## src/fbc_pkg.sv

```systemverilog
// Shared types, constants and functions of the 64-bit Feistel block cipher.
package fbc_pkg;

	localparam int ROUND_COUNT    = 32;
	localparam int KEY_WORDS      = 8;
	localparam int KEY_IDX_W      = 3;
	localparam int REV_KEY_ROUNDS = 8;
	localparam int HALF_W         = 32;
	localparam int BLOCK_W        = 64;
	localparam int ROT_L          = 11;

	localparam logic [3:0] SBOX_TAB [0:7][0:15] = '{
		'{4'd4,  4'd10, 4'd9,  4'd2,  4'd13, 4'd8,  4'd0,  4'd14,
		  4'd6,  4'd11, 4'd1,  4'd11, 4'd7,  4'd15, 4'd5,  4'd3},
		'{4'd14, 4'd11, 4'd4,  4'd12, 4'd6,  4'd13, 4'd15, 4'd10,
		  4'd2,  4'd3,  4'd8,  4'd1,  4'd0,  4'd7,  4'd5,  4'd9},
		'{4'd5,  4'd8,  4'd1,  4'd13, 4'd10, 4'd3,  4'd4,  4'd2,
		  4'd14, 4'd15, 4'd12, 4'd7,  4'd6,  4'd0,  4'd9,  4'd11},
		'{4'd7,  4'd13, 4'd10, 4'd1,  4'd0,  4'd8,  4'd9,  4'd15,
		  4'd14, 4'd4,  4'd6,  4'd12, 4'd11, 4'd2,  4'd5,  4'd3},
		'{4'd6,  4'd12, 4'd7,  4'd1,  4'd5,  4'd15, 4'd13, 4'd8,
		  4'd4,  4'd10, 4'd9,  4'd14, 4'd0,  4'd3,  4'd11, 4'd2},
		'{4'd4,  4'd11, 4'd10, 4'd0,  4'd7,  4'd2,  4'd1,  4'd13,
		  4'd3,  4'd6,  4'd8,  4'd5,  4'd9,  4'd12, 4'd15, 4'd14},
		'{4'd13, 4'd11, 4'd4,  4'd1,  4'd3,  4'd15, 4'd5,  4'd9,
		  4'd0,  4'd10, 4'd14, 4'd7,  4'd6,  4'd8,  4'd2,  4'd12},
		'{4'd1,  4'd15, 4'd13, 4'd0,  4'd5,  4'd7,  4'd10, 4'd4,
		  4'd9,  4'd2,  4'd3,  4'd14, 4'd6,  4'd11, 4'd8,  4'd12}
	};

	typedef struct packed {
		logic              valid;
		logic              dec;
		logic [HALF_W-1:0] a;
		logic [HALF_W-1:0] b;
	} fbc_stage_t;

	function automatic logic [HALF_W-1:0] bitrev32(input logic [HALF_W-1:0] v);
		bitrev32 = {<<{v}};
	endfunction

	function automatic logic [HALF_W-1:0] sbox_layer(input logic [HALF_W-1:0] v);
		logic [HALF_W-1:0] r;
		r = '0;
		for (int n = 0; n < 8; n++) begin
			r[4*n +: 4] = SBOX_TAB[7-n][v[4*n +: 4]];
		end
		sbox_layer = r;
	endfunction

endpackage

```

## src/fbc_out_skid.sv

```systemverilog
// Output register with a skid stage that decouples the pipeline from the output stall.
module fbc_out_skid (
	input  logic                         clk,
	input  logic                         arst_n,
	input  logic                         in_vld,
	input  logic [fbc_pkg::BLOCK_W-1:0]  in_data,
	output logic                         full,
	output logic                         out_valid,
	input  logic                         out_stall,
	output logic [fbc_pkg::BLOCK_W-1:0]  out_data
);

	logic                        out_valid_q;
	logic [fbc_pkg::BLOCK_W-1:0] out_data_q;
	logic                        skid_valid_q;
	logic [fbc_pkg::BLOCK_W-1:0] skid_data_q;
	logic                        take;
	logic                        load;

	assign take = out_valid_q && !out_stall;
	assign load = in_vld && !skid_valid_q;

	always_ff @(posedge clk or negedge arst_n) begin
		if (!arst_n) begin
			out_valid_q  <= 1'b0;
			skid_valid_q <= 1'b0;
		end else if (skid_valid_q) begin
			if (take) begin
				skid_valid_q <= 1'b0;
			end
		end else if (load) begin
			if (!out_valid_q || take) begin
				out_valid_q <= 1'b1;
			end else begin
				skid_valid_q <= 1'b1;
			end
		end else if (take) begin
			out_valid_q <= 1'b0;
		end
	end

	always_ff @(posedge clk) begin
		if (skid_valid_q) begin
			if (take) begin
				out_data_q <= skid_data_q;
			end
		end else if (load) begin
			if (!out_valid_q || take) begin
				out_data_q <= in_data;
			end else begin
				skid_data_q <= in_data;
			end
		end
	end

	assign full      = skid_valid_q;
	assign out_valid = out_valid_q;
	assign out_data  = out_data_q;

endmodule

```

## config.mk

```make
export PLATFORM = sky130hd
export DESIGN_NAME = fbc_out_skid
export DESIGN_NICKNAME = d
export VERILOG_FILES = /design/src/fbc_pkg.sv /design/src/fbc_out_skid.sv
export SDC_FILE = /design/constraint.sdc
export NUM_CORES = 1
export LEC_CHECK = 0
export ABC_AREA = 1
export ABC_CLOCK_PERIOD_IN_PS = 5700
export BUFFER_PORTS_ARGS = -buffer_cell sky130_fd_sc_hd__buf_2
export CORE_MARGIN = 5
export CORE_UTILIZATION = 29
export CTS_CLUSTER_SIZE = 24
export DETAILED_ROUTE_END_ITERATION = 6
export PLACE_DENSITY_LB_ADDON = 0.3
export SYNTH_ARGS = -nofsm -noshare
export SYNTH_HDL_FRONTEND = slang
export SYNTH_SLANG_ARGS = --single-unit
```

## constraint.sdc

```tcl
create_clock -name clk -period 5.7 [get_ports clk]
set_input_delay 1.14 -clock clk [delete_from_list [all_inputs] [get_ports clk]]
set_output_delay 1.14 -clock clk [all_outputs]
set_load 0.005 [all_outputs]
```

Word level (Yosys, flattened, before mapping)

Index checks and enable logic that the tools add are counted.

Eq/ne operators: 2
Muxes and demuxes: 11
Bitwise operators: 2
Reductions and logical operators: 12

Operators by type and width:

| operator                                              | count |
|---|---|
| two-way mux 64 bit                                    | 4 |
| AND reduction 3 bit                                   | 3 |
| two-way mux 1 bit                                     | 7 |
| nonzero test 2 bit                                    | 3 |
| inequality test 2 x 1 -> 1 bit, second input constant | 2 |
| logical NOT 1 bit                                     | 3 |
| logical AND 1 bit                                     | 2 |
| NOT 1 bit                                             | 2 |
| logical OR 1 bit                                      | 1 |

Bits in registers: 130
Word-level logic and storage cells: 31

Longest topological paths before layout

Word-level depth: 6
Gate-level depth with buffers: 6
Mapped depth without buffers: 4

Worst setup path before layout

OpenSTA, ideal clock, no wires.

Path kind: input to register
Start point: input port out_stall
End point: register out_data_q (netlist bit out_data[0]), enable pin
Library setup time: 488 ps
Data arrival time: 3978 ps
Required time: 5212 ps
Slack: 1234 ps
Stages on the path: 3
Path buffers: 0
Path through: nand2_1 > nand2_1 > nor2_1

Cells in the longest elaborated chain, start to end: 5

Ends and longest elaborated chain:

| what                                     | RTL line           | text |
|---|---|---|
| from (decl)                              | fbc_out_skid.sv:9  | `input logic out_stall,` |
| logical NOT 1 bit (*)                    | fbc_out_skid.sv:20 | `assign take = out_valid_q && !out_stall;` |
| logical AND 1 bit (*)                    | fbc_out_skid.sv:20 |  |
| logical OR 1 bit                         | fbc_out_skid.sv:48 | `if (!out_valid_q \|\| take) begin` |
| nonzero test 2 bit (no source line)      | n/a                |  |
| AND reduction 3 bit (no source line) (*) | n/a                |  |
| to (signal assigned)                     | fbc_out_skid.sv:45 | `out_data_q <= skid_data_q;` |
| to (signal assigned)                     | fbc_out_skid.sv:49 | `out_data_q <= in_data;` |
| to (decl)                                | fbc_out_skid.sv:14 | `logic [fbc_pkg::BLOCK_W-1:0] out_data_q;` |

Every way passes the cells marked *; elsewhere a longest branch is shown, timed or not.
A chain may end at the register's enable or synchronous reset.

Final worst setup path

Start point: input port out_stall
End point: register out_data_q (netlist bit out_data[10]), enable pin

Same word-level chain as after synthesis.

==> metrics.md <==
| Metric | Value |
|---|---|
| Outcome | `finished, final reports clean` |
| Post-CTS Hold Buffers | `0` |
| Leakage | `2.68 nW` |
| DRT Wirelength | `9.95 mm` |
| Via Count | `2933` |
| Setup fix buffers added after clock tree synthesis | `0` |
| Ant diodes | `0` |
| # port buffers | `133` |
| Commonest non-fill, non-tap cell in the layout | `nand2_1` |
| Max Transition Viols Final | `0` |
| Register bit count reported by yosys | `130` |
| CP Class | `in2reg` |
| Rows | `47` |
| Die Height | `139 um` |
| Crit path capture type | `register` |
| Post-synthesis area per instance | `13.5 um2` |
| GRT Resource Usage Total | `10.5%` |
| H-tree levels | `4` |
| Final setup vio count | `0` |
| DR pass1 iterations | `4` |
| CP max FO | `36` |
| Worst Skew | `0.00837 ns` |
| Worst-skew pair later-pin latency | `0.41 ns` |
| Worst-Margin Slew | `1.11 ns` |
| Post-CTS sizing | `0` |
| Routed Antenna Nets | `0` |
| Fin crit period | `2.65 ns` |
| Max capacitance violation total | `0` |
| Number of global-route vias before repair | `3067` |
| GPL Wtd Cong | `0.709` |
| Mapped Area | `0.00481 mm2` |
| Initial DRC Count | `164` |
| Syn_nets | `424` |
| Arr. time, crit path | `2.69 ns` |
| Most frequent cells in the layout | `nand2_1, buf_2, edfxtp_1` |
| Post-Synthesis Cells | `356` |
| Max-slew headroom | `26.1%` |
| Clock buffer depth | `2` |
| Ys Warns | `0` |
| Worst setup margin | `3.05 ns` |
| Total Neg Setup Slack | `0 ns` |
| Final hold slack | `0.511 ns` |
| Final hold vios | `0` |
| Aggregate global routing overflow | `0` |
| Root Driver | `clkbuf_16` |
| First-pass GRT wire length | `15.9 mm` |
| Non-Filler Instances | `729` |
| Die area | `0.0192 mm2` |
| Clock tree from TritonCTS | `built` |
| DR DRC count | `0` |
| Vias per cell | `4.02` |
| Power per cell area | `517 mW/mm2` |
| Fmax achieved | `378 MHz` |
| CTS Buf Count | `17` |
| Sequential area share after synthesis | `81.0%` |
| Routed WL per cell | `13.6 um` |
| Antenna violations before repair | `1` |
| WP data required | `5.74 ns` |
| IO Pins | `134` |
| Initial Util | `29.3%` |
| Layout cells sized above 1 | `33.0%` |
| Worst Setup Start Kind | `primary input` |
| Hold crit path type | `in2async` |
| Clock-pin slew on the worst setup and hold paths | `0.06 ns` |
| Worst IR Drop VDD | `0.000240 V` |
| Yosys cell types | `11` |
| RSZ-0062 raised after global routing | `false` |
| Die Wd | `139 um` |
| Core Util, Final | `38.0%` |
| Tcrit/Tclk final | `46.4%` |
| Number of cells after detailed placement | `697` |
| Layout overhead on the synthesized area | `29.8%` |
| Dpl ws | `2.53 ns` |
| Core area | `0.0164 mm2` |
| Largest net degree at the start of global routing | `66` |
| NumNets Final | `564` |
| Detail Placement HPWL | `6.68 mm` |
| Clock sink total | `130` |
[where the power goes]
part | internal, mW | switching, mW | total, mW
Clock | 0.681 | 0.375 | 1.06
Combinational | 0.232 | 0.426 | 0.658
Sequential | 1.42 | 0.0905 | 1.51
[registers in the layout (all words and copies together), names as in the netlist]
register	cells
out_data	64
skid_data_q	64
full	1
out_valid	1
[cells in the mapped netlist, drive strengths merged]
cell | instances | share of area (%)
dfrtp | 2 | 1.0
nand3 | 1 | 0.10
buf | 13 | 2.3
nand2 | 201 | 16
nor2 | 3 | 0.23
edfxtp | 128 | 80
inv | 6 | 0.47
clkbuf | 2 | 0.16
[layer usage]
layer	part of all wire (%)	track usage [%]	vias up
met1	45	13.2	1337
li1	-	-	1473
met3	7.3	4.90	13
met5	0.070	0	-
met4	1.4	3.91	2
met2	46	16.0	108
[final cells by class]
| type | count | area, um2 |
|---|---|---|
| Tap cell | 220 | 275 |
| Fill cell | 1584 | 10200 |
| Clock inverter | 12 | 140 |
| Inverter | 6 | 22.5 |
| Clock buffer | 20 | 437 |
| Multi-Input combinational cell | 205 | 778 |
| Sequential cell | 130 | 3890 |
| Timing Repair Buffer | 136 | 688 |
[per-stage QoR]
stage / power, mW / area, um2
floorplan: 1.91 / 4810
global placement: 2.20 / 5660
detailed placement: 2.22 / 5660
CTS: 3.29 / 6240
global route: 3.42 / 6240
finish: 3.22 / 6240
[logic make-up after synthesis]
family        synth area share [%]
simple gates                  16.0
flops                         81.0
buf+inv                       2.94
[final timing paths]
path	start	end	slack [ns]	cells past startpoint
worst max-delay path	out_stall	out_data[10]	3.05	5
worst min-delay path	arst_n	out_valid	0.51	1
worst max register to register	full	out_data[10]	3.25	3
worst min register to register	skid_data_q[21]	out_data[21]	0.51	2
max in group asynchronous	arst_n	full	5.07	1
min in group clk	skid_data_q[21]	out_data[21]	0.51	2
[worst max-delay path, cell delays in order]
cell	delay (ns)
buf_2	0.10
nand2_1	0.09
nand2_1	0.10
nor2_4	0.67
buf_4	0.56
Power figures use the tool's default switching activity.
