==> src/fbc_pkg.sv <==
// Shared types, constants and functions of the 64-bit Feistel block cipher.
package fbc_pkg;

	localparam int ROUND_COUNT    = 32;
	localparam int KEY_WORDS      = 8;
	localparam int KEY_IDX_W      = 3;
	localparam int REV_KEY_ROUNDS = 8;
	localparam int HALF_W         = 32;
	localparam int BLOCK_W        = 64;
	localparam int ROT_L          = 11;

	localparam logic [3:0] SBOX_TAB [0:7][0:15] = '{
		'{4'd4,  4'd10, 4'd9,  4'd2,  4'd13, 4'd8,  4'd0,  4'd14,
		  4'd6,  4'd11, 4'd1,  4'd11, 4'd7,  4'd15, 4'd5,  4'd3},
		'{4'd14, 4'd11, 4'd4,  4'd12, 4'd6,  4'd13, 4'd15, 4'd10,
		  4'd2,  4'd3,  4'd8,  4'd1,  4'd0,  4'd7,  4'd5,  4'd9},
		'{4'd5,  4'd8,  4'd1,  4'd13, 4'd10, 4'd3,  4'd4,  4'd2,
		  4'd14, 4'd15, 4'd12, 4'd7,  4'd6,  4'd0,  4'd9,  4'd11},
		'{4'd7,  4'd13, 4'd10, 4'd1,  4'd0,  4'd8,  4'd9,  4'd15,
		  4'd14, 4'd4,  4'd6,  4'd12, 4'd11, 4'd2,  4'd5,  4'd3},
		'{4'd6,  4'd12, 4'd7,  4'd1,  4'd5,  4'd15, 4'd13, 4'd8,
		  4'd4,  4'd10, 4'd9,  4'd14, 4'd0,  4'd3,  4'd11, 4'd2},
		'{4'd4,  4'd11, 4'd10, 4'd0,  4'd7,  4'd2,  4'd1,  4'd13,
		  4'd3,  4'd6,  4'd8,  4'd5,  4'd9,  4'd12, 4'd15, 4'd14},
		'{4'd13, 4'd11, 4'd4,  4'd1,  4'd3,  4'd15, 4'd5,  4'd9,
		  4'd0,  4'd10, 4'd14, 4'd7,  4'd6,  4'd8,  4'd2,  4'd12},
		'{4'd1,  4'd15, 4'd13, 4'd0,  4'd5,  4'd7,  4'd10, 4'd4,
		  4'd9,  4'd2,  4'd3,  4'd14, 4'd6,  4'd11, 4'd8,  4'd12}
	};

	typedef struct packed {
		logic              valid;
		logic              dec;
		logic [HALF_W-1:0] a;
		logic [HALF_W-1:0] b;
	} fbc_stage_t;

	function automatic logic [HALF_W-1:0] bitrev32(input logic [HALF_W-1:0] v);
		bitrev32 = {<<{v}};
	endfunction

	function automatic logic [HALF_W-1:0] sbox_layer(input logic [HALF_W-1:0] v);
		logic [HALF_W-1:0] r;
		r = '0;
		for (int n = 0; n < 8; n++) begin
			r[4*n +: 4] = SBOX_TAB[7-n][v[4*n +: 4]];
		end
		sbox_layer = r;
	endfunction

endpackage

==> src/fbc_round_cell.sv <==
// One registered Feistel round of the cipher pipeline.
module fbc_round_cell #(
	parameter int ROUND       = 0,
	parameter int ROUND_COUNT = fbc_pkg::ROUND_COUNT
) (
	input  logic                        clk,
	input  logic                        arst_n,
	input  logic                        en,
	input  logic [fbc_pkg::HALF_W-1:0]  key_fwd,
	input  logic [fbc_pkg::HALF_W-1:0]  key_rev,
	input  fbc_pkg::fbc_stage_t         prev,
	output fbc_pkg::fbc_stage_t         next
);

	localparam bit USE_REV_ENC = (ROUND >= ROUND_COUNT - fbc_pkg::REV_KEY_ROUNDS);
	localparam bit USE_REV_DEC = (ROUND >= fbc_pkg::REV_KEY_ROUNDS);
	localparam bit LAST        = (ROUND == ROUND_COUNT - 1);
	localparam int W           = fbc_pkg::HALF_W;

	logic         valid_q;
	logic         dec_q;
	logic [W-1:0] a_q;
	logic [W-1:0] b_q;

	logic         use_rev;
	logic [W-1:0] key;
	logic [W-1:0] sum1;
	logic [W-1:0] sum2;
	logic [W-1:0] rot;
	logic [W-1:0] f;

	always_comb begin
		use_rev = prev.dec ? USE_REV_DEC : USE_REV_ENC;
		key     = use_rev ? key_rev : key_fwd;
		sum1    = fbc_pkg::bitrev32(key) + prev.a;
		sum2    = sum1 + fbc_pkg::sbox_layer(sum1);
		rot     = {sum2[W-1-fbc_pkg::ROT_L:0], sum2[W-1:W-fbc_pkg::ROT_L]};
		f       = rot ^ prev.b;
	end

	always_ff @(posedge clk or negedge arst_n) begin
		if (!arst_n) begin
			valid_q <= 1'b0;
		end else if (en) begin
			valid_q <= prev.valid;
		end
	end

	always_ff @(posedge clk) begin
		if (en) begin
			dec_q <= prev.dec;
			if (LAST) begin
				a_q <= prev.a;
				b_q <= f;
			end else begin
				a_q <= f;
				b_q <= prev.a;
			end
		end
	end

	assign next = '{valid: valid_q, dec: dec_q, a: a_q, b: b_q};

endmodule

==> config.mk <==
export PLATFORM = sky130hd
export DESIGN_NAME = fbc_round_cell
export DESIGN_NICKNAME = d
export VERILOG_FILES = /design/src/fbc_pkg.sv /design/src/fbc_round_cell.sv
export SDC_FILE = /design/constraint.sdc
export NUM_CORES = 1
export LEC_CHECK = 0
export ABC_AREA = 1
export ABC_CLOCK_PERIOD_IN_PS = 800
export BUFFER_PORTS_ARGS = -buffer_cell sky130_fd_sc_hd__buf_2
export CAP_MARGIN = 0
export CORE_MARGIN = 4
export CORE_UTILIZATION = 47
export DETAILED_ROUTE_END_ITERATION = 7
export GPL_TIMING_DRIVEN = 0
export PLACE_DENSITY_LB_ADDON = 0.12
export SLEW_MARGIN = 10
export SYNTH_ARGS = -nofsm -noshare
export SYNTH_HDL_FRONTEND = slang
export SYNTH_SLANG_ARGS = --single-unit
==> constraint.sdc <==
create_clock -name clk -period 0.8 [get_ports clk]
set_clock_uncertainty 0.05 [all_clocks]
set_input_delay 0.16 -clock clk [delete_from_list [all_inputs] [get_ports clk]]
set_output_delay 0.16 -clock clk [all_outputs]
set_load 0.02 [all_outputs]
## After elaboration in Yosys (flattened, before gate mapping)

Memory sizes are Yosys's and may differ from the RTL's.
Cells that the tools add are included.
Widths: inputs -> output; s select.

| operators by class | value |
|---|---|
| muxes and demuxes | 16 |
| add/subtract/negate cells | 2 |
| magnitude comparators | 8 |
| bitwise operators | 9 |

Operators with widths:

| cell | count |
|---|---|
| $add 32x32->32 | 2 |
| $mux 4 | 16 |
| $ge 5x5->1 const B | 8 |
| $not 4->5 | 8 |
| $xor 32x32->32 | 1 |

| storage, ports and cells | value |
|---|---|
| logic and storage cells | 47 |
| output and inout bits | 66 |
| register bits | 66 |
| bits in read-only memories | 512 |
| input bits | 133 |
| memories kept | 8 |

Memories:

| name | words | width | rd ports | clocked after memory_dff | wr ports | line | text |
|---|---|---|---|---|---|---|---|
| (no name shown) | 16 | 4 | 1 | 0 | 0 | fbc_pkg.sv:46 | `r[4*n +: 4] = SBOX_TAB[7-n][v[4*n +: 4]];` |
| (no name shown) | 16 | 4 | 1 | 0 | 0 | fbc_pkg.sv:46 |  |
| (no name shown) | 16 | 4 | 1 | 0 | 0 | fbc_pkg.sv:46 |  |
| (no name shown) | 16 | 4 | 1 | 0 | 0 | fbc_pkg.sv:46 |  |
| (no name shown) | 16 | 4 | 1 | 0 | 0 | fbc_pkg.sv:46 |  |
| (no name shown) | 16 | 4 | 1 | 0 | 0 | fbc_pkg.sv:46 |  |
| +2 memories | - | - | - | - | - | - |  |

## Logic depth before layout (Yosys ltp)

| logic depth | value |
|---|---|
| word-level depth | 7 |
| gate-level depth with buffers | 33 |

## Worst setup path before layout

Ideal clock, no wire load.

| timing path | value |
|---|---|
| kind | input port to flip-flop |
| start | input port key_fwd[31] in the netlist's numbering |
| end | register a_q[8] (data pin) |
| slack | -3.327 ns |
| stages | 28 |
| data required time | 0.501 ns |
| library setup time | 0.249 ns |
| arrival | 3.828 ns |
| path through | ha_1 inv_1 fa_1 inv_1 nand2_1 nand2_1 nand3_1 nand2_1 nand2_1 nand2_1 inv_1 o21ai_0 nand4_1 nand3_1 xor2_1 ha_1 or2_2 nand3_1 nand2_1 inv_1 ha_1 a21oi_1 o21a_1 o21ai_0 a31oi_1 nand3b_1 nand2_1 inv_1 |

| on the way | value |
|---|---|
| longest elaborated chain between the ends | 7 |
| elaborated cells between the ends (all ways) | 35 |
| those cells by class | add/sub (2); mux (16); bitwise (9); memory (8) |

RTL lines:

| element | line | text |
|---|---|---|
| start, declared | fbc_round_cell.sv:9 | `input logic [fbc_pkg::HALF_W-1:0] key_fwd,` |
| $add 32x32->32 (*) | fbc_round_cell.sv:35 | `sum1 = fbc_pkg::bitrev32(key) + prev.a;` |
| $not 4->5 (implied by the code) | fbc_pkg.sv:46 |  |
| $mem_v2 16x4 | - |  |
| $mux 4 (implied by the code) (2 in series) | fbc_pkg.sv:46 |  |
| $add 32x32->32 (*) | fbc_round_cell.sv:36 | `sum2 = sum1 + fbc_pkg::sbox_layer(sum1);` |
| $xor 32x32->32 (*) | fbc_round_cell.sv:38 | `f = rot ^ prev.b;` |
| via f[8] | fbc_round_cell.sv:30 | `logic [W-1:0] f;` |
| end signal, assigned | fbc_round_cell.sv:53 | `a_q <= prev.a;` |
| end, declared | fbc_round_cell.sv:22 | `logic [W-1:0] a_q;` |

The timed path passes the listed nets; every way through them passes the cells marked *. The select of a mux whose other input is x is not followed.
A chain may end at the register's enable or synchronous reset.

## Worst setup path in the final report

| timing path | value |
|---|---|
| start | input port key_fwd[31] in the netlist's numbering |
| end | register a_q[0] (data pin) |

The elaborated chain is that of the path after synthesis.

==> impl_metrics.sql <==
INSERT INTO impl_metrics (metric_group, metric, value, unit) VALUES
('detailed_routing', 'drt_antenna_net_count', '0', ''),
('power_and_ir_drop', 'peakVddDrop', '0.00149', 'V'),
('detailed_routing', 'dr_wl_met3', '1.35', 'mm'),
('floorplanning', 'die_height', '134', 'um'),
('cts', 'tritoncts', 'done', ''),
('timing', 'report.final.hold_viol_count', '1', ''),
('detailed_routing', 'met2_layer_wire_length_in_the_routed_design', '11.8', 'mm'),
('final_layout', 'mostFrequentLayoutCell', 'sky130_fd_sc_hd__nand2_1', ''),
('yosys', 'ys_flop_type', 'sky130_fd_sc_hd__edfxtp_1', ''),
('cts', 'cts.sinks', '66', ''),
('timing', 'setup_viol_count_final', '98', ''),
('detailed_routing', 'remaining_drcs', '0', ''),
('critical_path', 'timing.critical_path.arrival', '3.82', 'ns'),
('yosys', 'synth_edf_count', '65', ''),
('critical_path', 'cp.depth', '30', ''),
('timing', 'grt_setup_unrepaired', 'yes', ''),
('critical_path', 'path_class', 'input pin to register', ''),
('cts', 'cts.reportedPaths.clkPinSlew', '0.05', 'ns'),
('critical_path', 'slowest_delay', '0.38', 'ns'),
('detailed_routing', 'finalWirelength', '24.3', 'mm'),
('global_route', 'grt_antenna_before_repair', '1', ''),
('outcome', 'failing_checks', 'hold timing, setup timing', ''),
('global_route', 'globalRouteTotalUtil', '23.5', '%'),
('cts', 'cts-root-to-sink-buffers', '2', ''),
('critical_path', 'critical-path-top-delay-family', 'simple AND/OR/NAND/NOR gates', ''),
('global_route', 'wire_length_of_the_first_global_routing_pass', '34.9', 'mm'),
('timing', 'clock.fmax', '0.265', 'GHz'),
('global_route', 'maximum_number_of_pins_on_one_net_before_global_route_repair', '67', ''),
('final_layout', 'fillers', '942', ''),
('critical_path', 'crit-reg2reg-launch', 'valid_q$_DFFE_PN0P_', ''),
('floorplanning', 'dieArea', '0.0180', 'mm2'),
('critical_path', 'worstSetupEndpoint', 'a_q[0]$_DFFE_PP_', ''),
('cts', 'h-tree-depth', '3', ''),
('timing', 'maxSlewViolCount', '0', ''),
('cts', 'insertion_delay', '0.35', 'ns'),
('timing', 'finalHoldWorstSlack', '-0.00615', 'ns'),
('final_layout', 'flow.area_growth_from_synthesis', '65.2', '%'),
('critical_path', 'r2r_cells', '1', ''),
('yosys', 'postSynthRegisterBits', '66', ''),
('critical_path', 'critical_path_peak_fanout', '4', ''),
('hold_path', 'worst_min_delay_path_class', 'input pin to register', ''),
('power_and_ir_drop', 'powerDensity', '3040', 'mW/mm2'),
('yosys', 'yosys_warnings', '0', ''),
('timing', 'timing.final.ws_setup', '-2.97', 'ns'),
('detailed_routing', 'drt_iter0_drc', '561', ''),
('timing', 'worst_slew_pin_slew', '0.444', 'ns'),
('detailed_routing', 'dr.pass1.iters', '5', ''),
('floorplanning', 'initial_core_util', '48.6', '%'),
('yosys', 'syn_area_per_cell', '7.29', 'um2'),
('floorplanning', 'floorplan.die.width', '134', 'um'),
('cts', 'clockRootBuffer', 'sky130_fd_sc_hd__clkbuf_16', ''),
('floorplanning', 'std_cell_rows', '45', ''),
('outcome', 'status', 'finished with violations', ''),
('critical_path', 'startpoint_type', 'input pin', ''),
('timing', 'post_route_fraction_of_the_period_consumed_by_the_critical_path', '472', '%'),
('placement', 'numPortBuffers', '166', ''),
('critical_path', 'timing.critical_path.buf_inv', '8', ''),
('final_layout', 'final_layout_size_suffix_gt1_share', '47.1', '%'),
('critical_path', 'crit_path_top_delay_cell', 'sky130_fd_sc_hd__fa_2', ''),
('yosys', 'yosys.cell_types.count', '48', ''),
('global_route', 'globalRoute.totalOverflow', '0', ''),
('critical_path', 'crit_top_cell', 'sky130_fd_sc_hd__nand2_2', ''),
('placement', 'gp_congestion', '0.889', ''),
('critical_path', 'reg2reg_setup_slack', '0', 'ns'),
('placement', 'hpwl', '14.6', 'mm'),
('floorplanning', 'top_level_ports', '199', ''),
('cts', 'num_cts_buffers', '9', ''),
('detailed_routing', 'routedLengthMet1', '10.3', 'mm'),
('timing', 'post-route-min-period', '3.77', 'ns'),
('final_layout', 'finish.utilization', '80.3', '%'),
('final_layout', 'sequential_cell_area', '0.00198', 'mm2');
## area by class of cell
class / count / area share [%]
clock inverter: 4 / 0.162
clock buffer: 11 / 1.89
inverter: 152 / 4.68
timing repair buffer: 337 / 21.5
tap: 211 / 2.14
buffer: 4 / 0.314
sequential: 66 / 16.0
multi-input combinational: 801 / 53.3
## routing by layer
metal	vias to the layer above	global-route usage [%]
li1	4060	-
met1	3827	30.2
met2	298	40.5
met3	69	3.79
met4	2	7.86
met5	-	0
## kinds of logic after synthesis
logic type                 synth area share (%)
and+or+nand+nor                            28.3
AOI/OAI and AO/OA                          11.1
buffers and inverters                      8.12
adders and majority gates                  17.3
DFF                                        26.5
muxes                                     0.151
xor gates and xnor gates                   8.54
## power by group
part | switching [mW] | internal, mW | total [mW] | leakage (nW)
logic | 15.1 | 13.2 | 28.3 | 5.09
clock network | 1.49 | 2.06 | 3.55 | 0.129
registers | 0.271 | 5.44 | 5.71 | 0.648
total | 16.8 | 20.7 | 37.5 | 5.87
## stage by stage
step | instances | setup WS, ns | total power, mW | TNS (ns)
final | 1586 | -2.97 | 37.5 | -98.02
after global routing | 1586 | -3.14 | 39.7 | -103.98
after CTS | 1549 | -2.81 | 31.4 | -92.15
after floorplan | 1024 | -2.92 | 17.9 | -77.87
after global placement | 1401 | -3.66 | 21.3 | -157.33
after detailed placement | 1401 | -3.73 | 21.5 | -129.65
## repair_timing
action                     4_1_cts  5_1_grt
pin swaps                      103      100
setup endpoints to repair      164      105
hold buffers                    30        1
setup buffers                  107       45
hold endpoints to repair        32        2
resized for setup              265      201
## registers in the layout (all words and copies together), names as in the netlist
signal / count
valid_q: 1
b_q: 32
dec_q: 1
a_q: 32
## how the worst min path moves through the flow
stage | start | end | slack (ns) | depth (start not counted)
floorplan | arst_n | valid_q$_DFFE_PN0P_ | -0.19 | 0
global placement | arst_n | valid_q$_DFFE_PN0P_ | -0.12 | 1
detailed placement | arst_n | valid_q$_DFFE_PN0P_ | -0.11 | 1
CTS | prev[33] | b_q[1]$_DFFE_PP_ | -0.03 | 1
global route | prev[65] | valid_q$_DFFE_PN0P_ | -0.001 | 2
finish | prev[65] | valid_q$_DFFE_PN0P_ | -0.006 | 2
## synthesized netlist by cell type (3+ instances only)
library cell / number / area share [%]
sky130_fd_sc_hd__or2_0: 3 / 0.25
sky130_fd_sc_hd__o21ai_0: 45 / 3.0
sky130_fd_sc_hd__nand3_1: 55 / 3.7
sky130_fd_sc_hd__nand2_2: 21 / 1.8
sky130_fd_sc_hd__a31o_2: 3 / 0.35
sky130_fd_sc_hd__a21oi_1: 57 / 3.8
sky130_fd_sc_hd__nor2_1: 63 / 3.2
sky130_fd_sc_hd__edfxtp_1: 65 / 26
sky130_fd_sc_hd__xnor2_1: 13 / 1.5
sky130_fd_sc_hd__a21o_1: 6 / 0.60
sky130_fd_sc_hd__or2_2: 5 / 0.42
sky130_fd_sc_hd__ha_1: 100 / 17
sky130_fd_sc_hd__nand2_1: 285 / 14
sky130_fd_sc_hd__inv_2: 11 / 0.55
sky130_fd_sc_hd__nor3_1: 4 / 0.27
sky130_fd_sc_hd__a21oi_2: 3 / 0.35
sky130_fd_sc_hd__nand4_1: 12 / 1.0
sky130_fd_sc_hd__nand3b_1: 4 / 0.40
sky130_fd_sc_hd__xor2_1: 58 / 6.8
sky130_fd_sc_hd__nor2_2: 10 / 0.84
sky130_fd_sc_hd__o211ai_1: 10 / 1.0
sky130_fd_sc_hd__inv_1: 141 / 7.1
sky130_fd_sc_hd__nand3_2: 8 / 1.1
sky130_fd_sc_hd__o21a_1: 3 / 0.30
sky130_fd_sc_hd__a31oi_1: 5 / 0.42
(Power assumes the default switching activity.)
